File: src/rtl/core/mlsd_pkg.sv
// constants and types shared by the magic/length stream deframer files
package mlsd_pkg;

   localparam int unsigned ByteW   = 8;
   localparam int unsigned LenW    = 16;
   localparam int unsigned StatusW = 2;
   localparam int unsigned PhaseW  = 3;

   // frame header magic bytes
   localparam logic [ByteW-1:0] MAGIC_FIRST  = 8'h94;
   localparam logic [ByteW-1:0] MAGIC_SECOND = 8'hC3;

   // result status codes
   localparam logic [StatusW-1:0] ST_PAYLOAD = 2'd0;
   localparam logic [StatusW-1:0] ST_DROPPED = 2'd1;
   localparam logic [StatusW-1:0] ST_EMPTY   = 2'd2;

   // parser phase codes
   localparam logic [PhaseW-1:0] PH_HUNT0 = 3'd0;
   localparam logic [PhaseW-1:0] PH_HUNT1 = 3'd1;
   localparam logic [PhaseW-1:0] PH_LENHI = 3'd2;
   localparam logic [PhaseW-1:0] PH_LENLO = 3'd3;
   localparam logic [PhaseW-1:0] PH_DATA  = 3'd4;

   localparam logic [LenW-1:0] MAX_PAYLOAD_RESET = 16'd512;

   typedef struct packed {
      logic [StatusW-1:0] status;
      logic [ByteW-1:0]   data_byte;
      logic [LenW-1:0]    frame_length;
      logic               last;
   } rsp_word_type;

endpackage

File: src/rtl/core/mlsd_if.sv
// valid/ready channel interfaces for the deframer input and result streams
interface mlsd_req_if import mlsd_pkg::*; ();
   logic             valid;
   logic             ready;
   logic [ByteW-1:0] byte_in;

   modport source (output valid, output byte_in, input ready);
   modport sink   (input valid, input byte_in, output ready);
endinterface

interface mlsd_rsp_if import mlsd_pkg::*; ();
   logic               valid;
   logic               ready;
   logic [StatusW-1:0] status;
   logic [ByteW-1:0]   data_byte;
   logic [LenW-1:0]    frame_length;
   logic               last;

   modport source (output valid, output status, output data_byte, output frame_length,
                   output last, input ready);
   modport sink   (input valid, input status, input data_byte, input frame_length,
                   input last, output ready);
endinterface

File: src/rtl/core/magic_length_stream_deframer.sv
// magic-word, length-prefixed byte stream deframer (top level)
//
//   channel   dir  handshake        payload
//   req_bus   in   valid/ready      byte_in[7:0]
//   rsp_bus   out  valid/ready      status[1:0] data_byte[7:0] frame_length[15:0] last
//   csr_*     in   csr_we           csr_wdata[15:0] -> max_payload
//
// while req_bus.ready is high one byte is taken per cycle; parser state and result
// register update at the accepting edge; a byte's result is on rsp_bus next cycle
// reset (synchronous, active high) puts the parser in hunt and max_payload at 512
// req_bus.ready stays high while the result register is empty or being drained,
// so a stalled sink holds at most one word and stops the input only then
module magic_length_stream_deframer import mlsd_pkg::*; (
   input  logic       clock,
   input  logic       reset,
   mlsd_req_if.sink   req_bus,
   mlsd_rsp_if.source rsp_bus,
   input  logic       csr_we,
   input  logic [LenW-1:0] csr_wdata
);

   // parser state
   logic [PhaseW-1:0] phase_ff, phase_in;
   logic [ByteW-1:0]  length_high_ff, length_high_in;
   logic [LenW-1:0]   frame_len_ff, frame_len_in;
   logic [LenW-1:0]   remaining_ff, remaining_in;
   logic [LenW-1:0]   max_payload_ff;

   // result register
   logic         rsp_valid_ff, rsp_valid_in;
   rsp_word_type rsp_word_ff, rsp_word_in;

   logic         accept;
   logic         emit;
   logic [LenW-1:0] hdr_len;
   logic         is_last;

   // a word may enter whenever the output slot is free or leaves this cycle
   assign req_bus.ready = !rsp_valid_ff || rsp_bus.ready;
   assign accept        = req_bus.valid && req_bus.ready;

   assign hdr_len = {length_high_ff, req_bus.byte_in};
   assign is_last = (remaining_ff <= LenW'(1));

   always_comb begin
      phase_in       = phase_ff;
      length_high_in = length_high_ff;
      frame_len_in   = frame_len_ff;
      remaining_in   = remaining_ff;
      emit           = 1'b0;
      rsp_word_in    = rsp_word_ff;
      if (accept) begin
         case (phase_ff)
            PH_HUNT1: begin
               // a repeated first magic byte keeps us waiting for the second
               if (req_bus.byte_in == MAGIC_SECOND) begin
                  phase_in = PH_LENHI;
               end else if (req_bus.byte_in == MAGIC_FIRST) begin
                  phase_in = PH_HUNT1;
               end else begin
                  phase_in = PH_HUNT0;
               end
            end
            PH_LENHI: begin
               length_high_in = req_bus.byte_in;
               phase_in       = PH_LENLO;
            end
            PH_LENLO: begin
               frame_len_in = hdr_len;
               if (hdr_len > max_payload_ff) begin
                  // oversized: report and go back to hunting in the payload bytes
                  phase_in     = PH_HUNT0;
                  remaining_in = '0;
                  emit         = 1'b1;
                  rsp_word_in  = '{status: ST_DROPPED, data_byte: '0,
                                   frame_length: hdr_len, last: 1'b1};
               end else if (hdr_len == '0) begin
                  phase_in     = PH_HUNT0;
                  remaining_in = '0;
                  emit         = 1'b1;
                  rsp_word_in  = '{status: ST_EMPTY, data_byte: '0,
                                   frame_length: '0, last: 1'b1};
               end else begin
                  remaining_in = hdr_len;
                  phase_in     = PH_DATA;
               end
            end
            PH_DATA: begin
               emit        = 1'b1;
               rsp_word_in = '{status: ST_PAYLOAD, data_byte: req_bus.byte_in,
                               frame_length: frame_len_ff, last: is_last};
               if (is_last) begin
                  remaining_in = '0;
                  phase_in     = PH_HUNT0;
               end else begin
                  remaining_in = remaining_ff - LenW'(1);
               end
            end
            default: begin
               // hunting, and the unreachable codes behave the same
               phase_in = (req_bus.byte_in == MAGIC_FIRST) ? PH_HUNT1 : PH_HUNT0;
            end
         endcase
      end
   end

   // output slot fills on a result, empties when the sink takes it
   always_comb begin
      if (emit) begin
         rsp_valid_in = 1'b1;
      end else if (rsp_bus.ready) begin
         rsp_valid_in = 1'b0;
      end else begin
         rsp_valid_in = rsp_valid_ff;
      end
   end

   always_ff @(posedge clock) begin
      if (reset) begin
         phase_ff       <= PH_HUNT0;
         length_high_ff <= '0;
         frame_len_ff   <= '0;
         remaining_ff   <= '0;
         max_payload_ff <= MAX_PAYLOAD_RESET;
         rsp_valid_ff   <= 1'b0;
      end else begin
         phase_ff       <= phase_in;
         length_high_ff <= length_high_in;
         frame_len_ff   <= frame_len_in;
         remaining_ff   <= remaining_in;
         rsp_valid_ff   <= rsp_valid_in;
         if (csr_we) begin
            max_payload_ff <= csr_wdata;
         end
      end
   end

   // result payload, no reset needed
   always_ff @(posedge clock) begin
      rsp_word_ff <= rsp_word_in;
   end

   assign rsp_bus.valid        = rsp_valid_ff;
   assign rsp_bus.status       = rsp_word_ff.status;
   assign rsp_bus.data_byte    = rsp_word_ff.data_byte;
   assign rsp_bus.frame_length = rsp_word_ff.frame_length;
   assign rsp_bus.last         = rsp_word_ff.last;

endmodule
File: src/flat_wrapper.sv
// flat-port wrapper written by rule: the top's interface ports become plain ports
module magic_length_stream_deframer_flat import mlsd_pkg::*;
  (clock, reset, csr_we, csr_wdata, req_bus_valid, req_bus_byte_in, req_bus_ready, rsp_bus_valid, rsp_bus_status, rsp_bus_data_byte, rsp_bus_frame_length, rsp_bus_last, rsp_bus_ready);
  mlsd_req_if req_bus_i ();
  mlsd_rsp_if rsp_bus_i ();
  input  logic clock;
  input  logic reset;
  input  logic csr_we;
  input  logic [LenW-1:0] csr_wdata;
  input wire logic [$bits(req_bus_i.valid)-1:0] req_bus_valid;
  input wire logic [$bits(req_bus_i.byte_in)-1:0] req_bus_byte_in;
  output wire logic [$bits(req_bus_i.ready)-1:0] req_bus_ready;
  output wire logic [$bits(rsp_bus_i.valid)-1:0] rsp_bus_valid;
  output wire logic [$bits(rsp_bus_i.status)-1:0] rsp_bus_status;
  output wire logic [$bits(rsp_bus_i.data_byte)-1:0] rsp_bus_data_byte;
  output wire logic [$bits(rsp_bus_i.frame_length)-1:0] rsp_bus_frame_length;
  output wire logic [$bits(rsp_bus_i.last)-1:0] rsp_bus_last;
  input wire logic [$bits(rsp_bus_i.ready)-1:0] rsp_bus_ready;
  assign req_bus_i.valid = req_bus_valid;
  assign req_bus_i.byte_in = req_bus_byte_in;
  assign req_bus_ready = req_bus_i.ready;
  assign rsp_bus_valid = rsp_bus_i.valid;
  assign rsp_bus_status = rsp_bus_i.status;
  assign rsp_bus_data_byte = rsp_bus_i.data_byte;
  assign rsp_bus_frame_length = rsp_bus_i.frame_length;
  assign rsp_bus_last = rsp_bus_i.last;
  assign rsp_bus_i.ready = rsp_bus_ready;
  magic_length_stream_deframer u_core (.clock(clock), .reset(reset), .req_bus(req_bus_i), .rsp_bus(rsp_bus_i), .csr_we(csr_we), .csr_wdata(csr_wdata));
endmodule
File: config.mk
export PLATFORM = sky130hd
export DESIGN_NAME = magic_length_stream_deframer_flat
export DESIGN_NICKNAME = d
export VERILOG_FILES = /design/src/rtl/core/mlsd_pkg.sv /design/src/rtl/core/mlsd_if.sv /design/src/rtl/core/magic_length_stream_deframer.sv /design/src/flat_wrapper.sv
export SDC_FILE = /design/constraint.sdc
export NUM_CORES = 1
export LEC_CHECK = 0
export ABC_CLOCK_PERIOD_IN_PS = 3500
export BUFFER_PORTS_ARGS = -buffer_cell sky130_fd_sc_hd__buf_2
export CAP_MARGIN = 10
export CORE_UTILIZATION = 26
export DETAILED_ROUTE_END_ITERATION = 7
export RECOVER_POWER = 25
export SETUP_SLACK_MARGIN = 0.4
export SKIP_CTS_REPAIR_TIMING = 1
export SLEW_MARGIN = 15
export SYNTH_ARGS = -nofsm -noshare
export SYNTH_HDL_FRONTEND = slang
export SYNTH_SLANG_ARGS = --single-unit
File: constraint.sdc
create_clock -name clock -period 3.5 [get_ports clock]
set_clock_uncertainty 0.05 [all_clocks]
set_input_delay 0.175 -clock clock [delete_from_list [all_inputs] [get_ports clock]]
set_output_delay 0.175 -clock clock [all_outputs]
set_load 0.01 [all_outputs]
==> metrics.md <==
| Metric | Value |
|---|---|
| Share of synthesized area spent on multiplexers | 5.390% |
| Clock root buffer | clkbuf_16 |
| Post-DP Area | 0.004747 mm^2 |
| Gr usage total | 14.04% |
| Final non-filler cell area | 0.005046 mm^2 |
| Path class of the lowest-slack min-delay path | in2reg |
| Fin crit share | 79.59% |
| Most common library cell in the layout ignoring fill and taps | nand2_1 |
| CTS clock-pin slew for the worst setup and hold paths | 0.06 ns |
| Sinks on the clock net | 87 |
| CP Data Arrival Time | 2.70 ns |
| Via count | 3516 |
| Highest-count cells in the layout ignoring fill and taps | nand2_1 (74), dfxtp_1 (60), nor2_1 (50) |
| Vias per Instance | 4.745 |
| Proportion of synthesized chip area in sequential cells | 47.10% |
| Worst setup SP type | flip-flop |
| GRT Residual Overflow | 0 |
| Cells after synthesis | 470 |
| Placed cell count | 725 |
| Number of clock buffers inserted by TritonCTS | 9 |
| Required time of the worst setup path | 3.41 ns |
| Sequential group share of total power | 47.7% |
| Average wire per standard cell | 15.00 um |
| Synth Warn # | 0 |
| Ports placed on the boundary | 58 |
| Final nets | 567 |
| Final Max Slew Viols | 0 |
| Die Footprint | 0.01695 mm^2 |
| Compound-gate portion of the synthesized area | 14.70% |
| Area fraction of the dominant cell type after synthesis | 28.12% |
| Largest area contributor in the netlist | dfxtp_1 |
| Number of inserted diodes | 0 |
| Critical path endpoint category | flip-flop |
| Height of the die | 130.2 um |
| Total of buffers placed on input and output ports | 57 |
| Synthesis-stage register bit count | 87 |
| Routability-driven placement congestion ratio | 0.8644 |
| Main flop type after synthesis | dfxtp_1 |
| Drc violations | 0 |
| Minimum hold slack | 0.02660 ns |
| Largest family of logic cells by synthesized area | simple AND/OR/NAND/NOR gates |
| Insertion delay to the later sink of the worst-skew pair | 0.34 ns |
| Final-report setup violation count | 0 |
| Worst-margin pin slew | 1.170 ns |
| Mapped Nets | 517 |
| Effective utilization at floorplan | 26.79% |
| Number of optimization iterations in the first detailed-route pass | 5 |
| Relative contribution of combinational cells to total power | 5.3% |
| Floorplan row count | 46 |
| Ratio of cells with drive above 1 in the final layout | 13.14% |
| Setup Total Neg Slack | 0 ns |
| Reg2Reg Setup Slack | 0.71 ns |
| Syn avg cell area | 9.089 um^2 |
| Area inside the core boundary | 0.01594 mm^2 |
| Kind of critical path | reg2reg |
| Unique cell type count in the Yosys netlist | 53 |
| Share of synthesized registers carrying an async set or reset | 0% |
| H-tree Lvls | 3 |
| Top cells by area in the synthesized netlist | dfxtp_1 (28%), edfxtp_1 (19%), nand2_1 (6.5%) |
| Layout Cells excl Fill | 741 |
| Clock Power Share | 47.0% |
| First-pass GRT wire length | 18070 um |
| Pleak | 1.902 nW |
| Number of endpoints with negative hold slack in the final report | 0 |
| Area share of xor/xnor cells in the synthesized design | 1.640% |
| TritonCTS clock tree | yes |
| Vias in the first global route | 3491 |
| Switching power as a share of total power | 21.30% |
| Aggregate routed wire length | 11120 um |
| Largest net degree at the start of global routing | 36 |
| Switching power | 469.0 uW |
| Setup repair after global routing missed its margin | false |
| Sum of net half-perimeters after detailed placement | 7894 um |
| Post-synthesis adder-cell area fraction | 5.272% |
| Die extent in x | 130.2 um |
| Max-cap check violation count | 0 |
| Relative area change from synthesis to final layout | 18.13% |
| Power density relative to cell area | 436.4 mW/mm^2 |
| Antenna Violating Nets Remaining | 0 |
| First-iteration detailed-routing DRC count | 332 |
| Largest voltage drop on the vdd net | 0.2595 mV |
| Largest fanout on the critical path | 28 |
| Antenna violations before repair | 0 |
| Post-synthesis instance area | 0.004272 mm^2 |
| Post-layout minimum cycle time | 2.786 ns |
| Synth Area in Simple Gates | 20.42% |
| Maximum number of buffers from clock root to sink | 2 |
| Internal Pwr Total | 1.733 mW |
| Number of flops mapped to enable cells by yosys | 27 |
| Max frequency | 359.0 MHz |
| Run status | complete, no violations |
| Relative max-transition margin | 21.99% |
-- cells by family after synthesis --
group                      Yosys count
buffers and inverters               48
xor gates and xnor gates             8
AOI/OAI and AO/OA                   99
DFF                                 87
adders and majority gates           18
and+or+nand+nor                    187
muxes                               23
-- layout make-up --
| type | count | area, um^2 |
|---|---|---|
| Inverter | 23 | 86.33 |
| Fill cell | 1666 | 10900 |
| Clock buffer | 11 | 242.7 |
| Clock inverter | 5 | 81.33 |
| Multi-Input combinational cell | 335 | 2041 |
| Sequential cell | 87 | 2012 |
| Timing Repair Buffer | 64 | 312.8 |
| Tap cell | 216 | 270.3 |
-- per-stage QoR --
step           utilization [%]  worst slack [ns]  power, mW
6_report                 31.65            0.7144      2.202
5_1_grt                  31.65            0.4608      2.282
4_1_cts                  31.81            0.6585      2.229
3_5_place_dp             29.78            0.6628      1.190
3_3_place_gp             29.78            0.7545      1.188
2_1_floorplan                -            0.6304      1.141
-- registers in the layout (all words and copies together), names as in the netlist --
name,count
u_core.phase_ff,3
u_core.remaining_ff,16
u_core.max_payload_ff,16
u_core.frame_len_ff,16
u_core.rsp_bus.data_byte,8
u_core.rsp_bus.frame_length,16
u_core.rsp_bus.last,1
u_core.rsp_bus.status,2
u_core.rsp_bus.valid,1
u_core.length_high_ff,8
-- power by group through the flow --
stage / combinational (mW) / sequential (mW) / clock, mW
after CTS: 0.118 / 1.05 / 1.06
after global routing: 0.132 / 1.05 / 1.10
final: 0.116 / 1.05 / 1.04
after global placement: 0.115 / 1.07 / 0
after detailed placement: 0.117 / 1.07 / 0
after floorplan: 0.0702 / 1.07 / 0
-- layer usage --
metal  vias to the layer above  part of all wire, %  GRT usage [%]
met3                        14                  5.9          3.198
met1                      1652                   45          17.61
met4                         0                  1.7          5.746
li1                       1749                    -              -
met5                         -                    0              0
met2                       101                   47          23.19
-- Yosys cell counts (6+ instances only) --
library cell / n
a21oi_1: 27
o21ai_1: 6
and2_1: 9
nor2_1: 50
o21ai_0: 23
edfxtp_1: 27
dfxtp_1: 60
a211oi_1: 8
a31oi_1: 10
nand3_1: 9
nor2b_1: 7
inv_1: 23
ha_1: 18
nor3_1: 12
clkbuf_1: 15
mux2i_1: 23
nand2_1: 74
-- critical path, cell delays in order (launching register included) --
cell and delay [ns]:
dfxtp_1 0.35, ha_1 0.31, and4_1 0.25, and4_1 0.21, a21boi_0 0.33, o31ai_4 0.10, a31oi_4 0.78
-- path summary, 6_finish.rpt --
| kind | to | cells after the start | start |
|---|---|---|---|
| worst min-delay path | u_core.max_payload_ff[9]$_SDFFE_PP1P_ | 3 | csr_wdata[9] |
| worst max-delay path | u_core.rsp_bus.frame_length[4]$_DFFE_PP_ | 6 | u_core.length_high_ff[7]$_SDFFE_PP0P_ |
| worst max register to register | u_core.rsp_bus.frame_length[4]$_DFFE_PP_ | 6 | u_core.length_high_ff[7]$_SDFFE_PP0P_ |
| worst min register to register | u_core.frame_len_ff[10]$_SDFFE_PP0P_ | 2 | u_core.frame_len_ff[10]$_SDFFE_PP0P_ |
Note: power is estimated with default switching activity, not from simulation.
